<file path="config.mk">
export PLATFORM = sky130hd
export DESIGN_NAME = scope_frame_crc16_packer
export DESIGN_NICKNAME = d
export VERILOG_FILES = /design/src/rtl/sfcp_pkg.sv /design/src/rtl/scope_frame_crc16_packer.sv /design/src/rtl/sfcp_queue.sv /design/src/rtl/sfcp_serializer.sv
export SDC_FILE = /design/constraint.sdc
export NUM_CORES = 1
export LEC_CHECK = 0
export BUFFER_PORTS_ARGS = -buffer_cell sky130_fd_sc_hd__buf_2
export CAP_MARGIN = 20
export CELL_PAD_IN_SITES_DETAIL_PLACEMENT = 1
export CELL_PAD_IN_SITES_GLOBAL_PLACEMENT = 1
export CORE_ASPECT_RATIO = 0.7
export CORE_MARGIN = 10
export CORE_UTILIZATION = 30
export CTS_CLUSTER_SIZE = 12
export DETAILED_ROUTE_END_ITERATION = 7
export PLACE_DENSITY_LB_ADDON = 0.08
export SETUP_SLACK_MARGIN = 0.3
export SLEW_MARGIN = 20
export SYNTH_ARGS = -nofsm -noshare
export SYNTH_HDL_FRONTEND = slang
export SYNTH_SLANG_ARGS = --single-unit
</file>
<file path="constraint.sdc">
create_clock -name clk -period 3.75 [get_ports clk]
set_clock_uncertainty 0.05 [all_clocks]
set_input_delay 0.75 -clock clk [delete_from_list [all_inputs] [get_ports clk]]
set_output_delay 0.75 -clock clk [all_outputs]
set_load 0.01 [all_outputs]
</file>
<file path="src/rtl/sfcp_pkg.sv">
// shared types, constants and the crc byte update for the scope frame packer
`default_nettype none
package sfcp_pkg;

  localparam int CHAN_W      = 16;
  localparam int NUM_CHANS   = 4;
  localparam int ITEM_W      = CHAN_W * NUM_CHANS;
  localparam int BYTE_W      = 8;
  localparam int DATA_BYTES  = ITEM_W / BYTE_W;
  localparam int FRAME_LEN   = DATA_BYTES + 2;
  localparam int IDX_W       = $clog2(FRAME_LEN);
  localparam int SEL_W       = $clog2(DATA_BYTES);

  localparam logic [CHAN_W-1:0] CRC_INIT = 16'hFFFF;
  localparam logic [CHAN_W-1:0] CRC_POLY = 16'hA001;

  localparam logic [IDX_W-1:0] IDX_CRC_LO = IDX_W'(DATA_BYTES);
  localparam logic [IDX_W-1:0] IDX_LAST   = IDX_W'(FRAME_LEN - 1);

  // one accepted item, chan_zero in the low bits
  typedef struct packed {
    logic signed [CHAN_W-1:0] chan_three;
    logic signed [CHAN_W-1:0] chan_two;
    logic signed [CHAN_W-1:0] chan_one;
    logic signed [CHAN_W-1:0] chan_zero;
  } sfcp_item_t;

  // queue status toward the back end
  typedef struct packed {
    logic valid;
    logic full;
  } sfcp_qstat_t;

  // crc-16/modbus update by one byte, lsb first
  function automatic logic [CHAN_W-1:0] crc_byte(input logic [CHAN_W-1:0] crc_in,
                                                  input logic [BYTE_W-1:0] b);
    logic [CHAN_W-1:0] c;
    c = crc_in ^ {{(CHAN_W-BYTE_W){1'b0}}, b};
    for (int i = 0; i < BYTE_W; i++) begin
      if (c[0]) begin
        c = (c >> 1) ^ CRC_POLY;
      end else begin
        c = c >> 1;
      end
    end
    return c;
  endfunction

endpackage
`default_nettype wire

</file>
<file path="src/rtl/scope_frame_crc16_packer.sv">
// top level of the scope frame packer with crc-16/modbus trailer
`default_nettype none
// Each input transfer carries four 16-bit channel samples and turns into a
// ten-byte frame on the output stream: every channel little-endian (low byte
// then high byte) in channel order, then the crc-16/modbus of those eight
// bytes (init 0xffff, reflected poly 0xa001, no final xor), low byte first.
// out_tlast marks the tenth byte. A two-entry queue takes input transfers
// while the serializer is busy; the serializer emits one byte per cycle while
// out_tready does not stall it and updates the crc by one byte per data byte,
// so with a queued item and no stall there is no gap between frames. An input
// transfer into an idle block passes the queue, the serializer's frame register
// and the output register to its first byte. No state is kept between frames.
module scope_frame_crc16_packer
  import sfcp_pkg::*;
(
  input  wire logic        clk,
  input  wire logic        rst_n,
  // input stream
  input  wire logic        in_tvalid,
  output logic             in_tready,
  input  wire logic [63:0] in_tdata,   // chan_zero, chan_one, chan_two, chan_three
  // output stream
  output logic             out_tvalid,
  input  wire logic        out_tready,
  output logic [7:0]       out_tdata,  // frame_byte
  output logic             out_tlast   // frame_end
);

  sfcp_qstat_t q_stat;
  sfcp_item_t  q_item;
  sfcp_item_t  in_item;
  logic        push;
  logic        pop;

  // input transfer lands in the queue whenever it has room
  assign in_tready = !q_stat.full;
  assign push      = in_tvalid && in_tready;
  assign in_item   = sfcp_item_t'(in_tdata);

  sfcp_queue u_queue (
    .clk       (clk),
    .rst_n     (rst_n),
    .push      (push),
    .push_item (in_item),
    .pop       (pop),
    .head_item (q_item),
    .stat      (q_stat)
  );

  // back end: byte sequencing, crc and the output register
  sfcp_serializer u_ser (
    .clk        (clk),
    .rst_n      (rst_n),
    .q_stat     (q_stat),
    .q_item     (q_item),
    .pop        (pop),
    .out_tvalid (out_tvalid),
    .out_tready (out_tready),
    .out_tdata  (out_tdata),
    .out_tlast  (out_tlast)
  );

`ifndef SYNTH
  a_pop_needs_item: assert property (@(posedge clk) disable iff (!rst_n)
    pop |-> q_stat.valid)
    else $error("serializer popped an empty queue");

  a_full_blocks_input: assert property (@(posedge clk) disable iff (!rst_n)
    q_stat.full |-> !in_tready)
    else $error("input accepted while queue full");

  a_push_visible: assert property (@(posedge clk) disable iff (!rst_n)
    (push && !pop) |=> q_stat.valid)
    else $error("pushed item not visible in queue");
`endif

endmodule
`default_nettype wire

</file>
<file path="src/rtl/sfcp_queue.sv">
// two-entry item queue between the input side and the frame serializer
`default_nettype none
module sfcp_queue
  import sfcp_pkg::*;
(
  input  wire logic        clk,
  input  wire logic        rst_n,
  input  wire logic        push,
  input  wire sfcp_item_t  push_item,
  input  wire logic        pop,
  output sfcp_item_t       head_item,
  output sfcp_qstat_t      stat
);

  sfcp_item_t  mem_r [2];
  logic        wr_ptr_r, wr_ptr_nxt;
  logic        rd_ptr_r, rd_ptr_nxt;
  logic [1:0]  count_r, count_nxt;

  always_comb begin
    wr_ptr_nxt = wr_ptr_r ^ push;
    rd_ptr_nxt = rd_ptr_r ^ pop;
    count_nxt  = count_r + {1'b0, push} - {1'b0, pop};
  end

  always_ff @(posedge clk) begin
    if (!rst_n) begin
      wr_ptr_r <= 1'b0;
      rd_ptr_r <= 1'b0;
      count_r  <= 2'd0;
    end else begin
      wr_ptr_r <= wr_ptr_nxt;
      rd_ptr_r <= rd_ptr_nxt;
      count_r  <= count_nxt;
    end
  end

  always_ff @(posedge clk) begin
    if (push) begin
      mem_r[wr_ptr_r] <= push_item;
    end
  end

  assign head_item  = mem_r[rd_ptr_r];
  assign stat.valid = (count_r != 2'd0);
  assign stat.full  = count_r[1];

endmodule
`default_nettype wire

</file>
<file path="src/rtl/sfcp_serializer.sv">
// frame serializer: sends channel bytes, folds them into the running crc, then sends the crc
`default_nettype none
module sfcp_serializer
  import sfcp_pkg::*;
(
  input  wire logic               clk,
  input  wire logic               rst_n,
  input  wire sfcp_qstat_t        q_stat,
  input  wire sfcp_item_t         q_item,
  output logic                    pop,
  output logic                    out_tvalid,
  input  wire logic               out_tready,
  output logic [BYTE_W-1:0]       out_tdata,
  output logic                    out_tlast
);

  logic [ITEM_W-1:0]  frame_r, frame_nxt;
  logic [IDX_W-1:0]   idx_r, idx_nxt;
  logic [CHAN_W-1:0]  crc_r, crc_nxt;
  logic               busy_r, busy_nxt;
  logic               oval_r, oval_nxt;
  logic [BYTE_W-1:0]  obyte_r, obyte_nxt;
  logic               olast_r, olast_nxt;
  logic               emit;
  logic               at_last;
  logic [BYTE_W-1:0]  data_byte;
  logic [BYTE_W-1:0]  cur_byte;

  assign emit      = busy_r && (!oval_r || out_tready);
  assign at_last   = (idx_r == IDX_LAST);
  assign data_byte = frame_r[{idx_r[SEL_W-1:0], 3'b000} +: BYTE_W];
  assign pop       = q_stat.valid && (!busy_r || (emit && at_last));

  always_comb begin
    if (idx_r < IDX_CRC_LO) begin
      cur_byte = data_byte;
    end else if (idx_r == IDX_CRC_LO) begin
      cur_byte = crc_r[BYTE_W-1:0];
    end else begin
      cur_byte = crc_r[CHAN_W-1:BYTE_W];
    end
  end

  always_comb begin
    frame_nxt = frame_r;
    idx_nxt   = idx_r;
    crc_nxt   = crc_r;
    busy_nxt  = busy_r;
    oval_nxt  = oval_r && !out_tready;
    obyte_nxt = obyte_r;
    olast_nxt = olast_r;
    if (emit) begin
      oval_nxt  = 1'b1;
      obyte_nxt = cur_byte;
      olast_nxt = at_last;
      idx_nxt   = idx_r + IDX_W'(1);
      if (idx_r < IDX_CRC_LO) begin
        crc_nxt = crc_byte(crc_r, data_byte);
      end
      if (at_last) begin
        busy_nxt = 1'b0;
      end
    end
    if (pop) begin
      frame_nxt = q_item;
      idx_nxt   = '0;
      crc_nxt   = CRC_INIT;
      busy_nxt  = 1'b1;
    end
  end

  always_ff @(posedge clk) begin
    if (!rst_n) begin
      busy_r <= 1'b0;
      oval_r <= 1'b0;
      idx_r  <= '0;
    end else begin
      busy_r <= busy_nxt;
      oval_r <= oval_nxt;
      idx_r  <= idx_nxt;
    end
  end

  always_ff @(posedge clk) begin
    frame_r <= frame_nxt;
    crc_r   <= crc_nxt;
    obyte_r <= obyte_nxt;
    olast_r <= olast_nxt;
  end

  assign out_tvalid = oval_r;
  assign out_tdata  = obyte_r;
  assign out_tlast  = olast_r;

endmodule
`default_nettype wire
</file>
==> reports/results.ini <==
[synthesis]
seq_area_frac_synth = 0.744
ys_types = 37
syn_nets = 572
netlist_area_sq_um = 8810
synth_xor_area_frac = 0.0320
synth_compound_area_frac = 0.0291
synthCells = 497
synth-seq-cells = 227
synth_top_family_by_area = multiplexers
synth.area.top_cells = edfxtp_1, mux2_2, dfxtp_1
yosys_warnings = 0
synthMuxAreaShare = 0.132
synth-adder-area-share = 0.00994
synth_area_leader_cell = edfxtp_1
yosysTopAreaCellShare = 0.685
synth_ff_type = edfxtp_1
synth_edf_count = 201
yosys.area_share.simple = 0.0373
avgSynthCellArea_sq_um = 17.7
async_reset_ff_frac = 0

[worst_setup_path]
cp.required_ps = 4160
r2r_start = u_ser.idx_r[2]
timing.rr.end = u_ser.crc_r[14]
crit_fanout = 10
cp.arrival_ps = 3370
end_kind = flop
crit_type = flop to flop
ff2ff_setup_slack_ps = 790
startpoint_type = flop
reg2reg_depth = 8

[worst_hold_path]
hold_class = primary input to flop
hold_depth = 1
min_to = u_queue.mem_r[0][15]
min-delay-start = in_tdata[15]

[floorplanning]
die-area_sq_um = 36700
initial_core_util = 0.304
ioPinCount = 79
die_h_microns = 163
row_count = 52
die_w_microns = 225
core_sq_um = 29000

[power_and_ir_drop]
switchingPower_mw = 2.50
intPower_mw = 5.75
power_frac_clock = 0.258
peakVddDrop_uv = 356
seqPwrFrac = 0.468
p_leak_nw = 3.58
power.total_mw = 8.25
switching_share = 0.303
pwr-share-comb = 0.273
cellPowerDensity_nw_per_um2 = 793

[drt]
ant_nets = 0
avgViaCountPerCell = 4.43
drt_iter0_drc = 230
num_vias = 4365
drc = 0
wirelength_microns = 19900
drt_pre_antenna_iters = 4
drt-wirelength-per-cell_microns = 20.2

[timing]
drv_slew = 0
setup-violations-final = 0
worstMarginPinSlew_ps = 839
fin_tns_setup_ps = 0
max_freq_ghz = 0.338
slew_headroom = 0.441
rsz0062_at_grt = no
setup_slack_ps = 791
fin_crit_ps = 2960
finalCritPeriodShare = 0.789
final-hold-violation-count = 0

[place]
dpl_worst_slack_ps = 411
dp_cells = 946
gp_congestion = 0.775
dpl.hpwl_microns = 13300
portBuffers = 78

[layout]
finish.utilization = 0.360
nets = 669
drive_above_1_share = 0.361
n_antenna_cell = 0
area_growth_pct = 18.1
layout_common_cells = edfxtp_1, buf_2, mux2_2
regArea_sq_um = 6560
multiInputGateArea_sq_um = 2150
layout_commonest_cell = edfxtp_1
fillers = 2898
fin_cells = 985

[grt]
grt.total_usage = 0.109
grt_pass1_wl_microns = 30500
grt_max_degree = 65
overflow = 0
grt_pass1_vias = 4894
antenna_found_initial = 1

[run_status]
status = finished clean

[clock_tree]
cts_root_buf = clkbuf_16
htreeDepth = 1
cts_tree = done
numCtsBuffers = 24
clkTransAtPathRegs_ps = 60
clockBufferDepth = 3
clock_sinks = 227
hold_buffers = 0
insertion_delay_ps = 520

[flow_run]
cap_violations = 0

## cell usage after synthesis, types with 4 or more instances
library cell and n:
mux2i_1 23, inv_1 8, o21ai_0 8, nand3_1 7
nor2_1 8, xor2_1 9, mux2_2 72, o211ai_2 6
xnor2_1 11, a22oi_1 6, edfxtp_1 201, dfxtp_1 26
clkbuf_1 13, mux2_1 5, xor2_2 4, ha_1 7
o211ai_1 10, nand2_1 39
## critical path, stage by stage (launching register included)
cell	delay (ps)
dfxtp_1	690
nor2b_2	410
nand2_1	120
o211ai_2	110
xor2_1	260
xor2_1	270
xor3_2	540
or3_1	370
nand4_1	80
## worst max-delay path by stage
stage | slack [ps] | start | cells after the start | to
floorplan | 300 | out_tready | 12 | u_queue.count_r[1]
global placement | 490 | u_ser.idx_r[0] | 8 | u_ser.crc_r[14]
detailed placement | 410 | u_ser.idx_r[0] | 8 | u_ser.crc_r[14]
CTS | 380 | u_ser.idx_r[0] | 8 | u_ser.crc_r[14]
global route | 510 | u_ser.idx_r[2] | 8 | u_ser.crc_r[14]
finish | 790 | u_ser.idx_r[2] | 8 | u_ser.crc_r[14]
## flip-flops by register name (all words and copies together) (netlist names)
| name | flops |
|---|---|
| u_queue.wr_ptr_r | 1 |
| u_ser.out_tvalid | 1 |
| u_ser.idx_r | 4 |
| u_queue.mem_r | 128 |
| u_ser.out_tlast | 1 |
| u_ser.out_tdata | 8 |
| u_queue.count_r | 2 |
| u_ser.crc_r | 16 |
| u_queue.rd_ptr_r | 1 |
| u_ser.frame_r | 64 |
| u_ser.busy_r | 1 |
## cells by family (layout without fill, tap and decap cells)
family,after synthesis,after routing
multiplexers,103,103
AND/OR/NAND/NOR,72,72
buffers and inverters,28,138
adder cells (fa/ha/maj),7,7
AO/OA/AOI/OAI,34,34
XOR/XNOR,26,26
flip-flops,227,227
## per-layer routing
| metal | track usage | vias up | wire [microns] |
|---|---|---|---|
| li1 | - | 2070 | - |
| met1 | 0.155 | 2199 | 9870 |
| met2 | 0.162 | 74 | 8610 |
| met3 | 0.0297 | 22 | 1030 |
| met4 | 0.0268 | 0 | 361 |
| met5 | 0 | - | 0 |
## power groups by stage
stage / Combinational [mW] / Sequential (mW) / Clock (mW)
global route: 2.52 / 3.93 / 2.31
finish: 2.26 / 3.86 / 2.13
floorplan: 1.72 / 3.76 / 0
detailed placement: 2.31 / 3.91 / 0
CTS: 2.34 / 3.88 / 2.21
global placement: 2.26 / 3.94 / 0
## metrics by stage
stage                     hold WS [ps]  instance area [sq um]
after floorplan                    396                   8860
after global placement             413                   9730
after detailed placement           442                   9730
after CTS                          337                  10400
after global routing               346                  10400
final                              366                  10400
## final cells by class
cell class,count,area share
inverters,9,0.00361
flip-flops and latches,227,0.630
well taps,378,0.0454
repair buffers,90,0.0486
clock inverters,9,0.00349
multi-input cells,242,0.207
clock buffers,30,0.0619
## what timing repair did
| item | in CTS | in global routing |
|---|---|---|
| gates resized for setup | 0 | 1 |
| setup endpoints to repair | 0 | 3 |
| buffers inserted | 0 | 0 |
(Power assumes the default switching activity.)
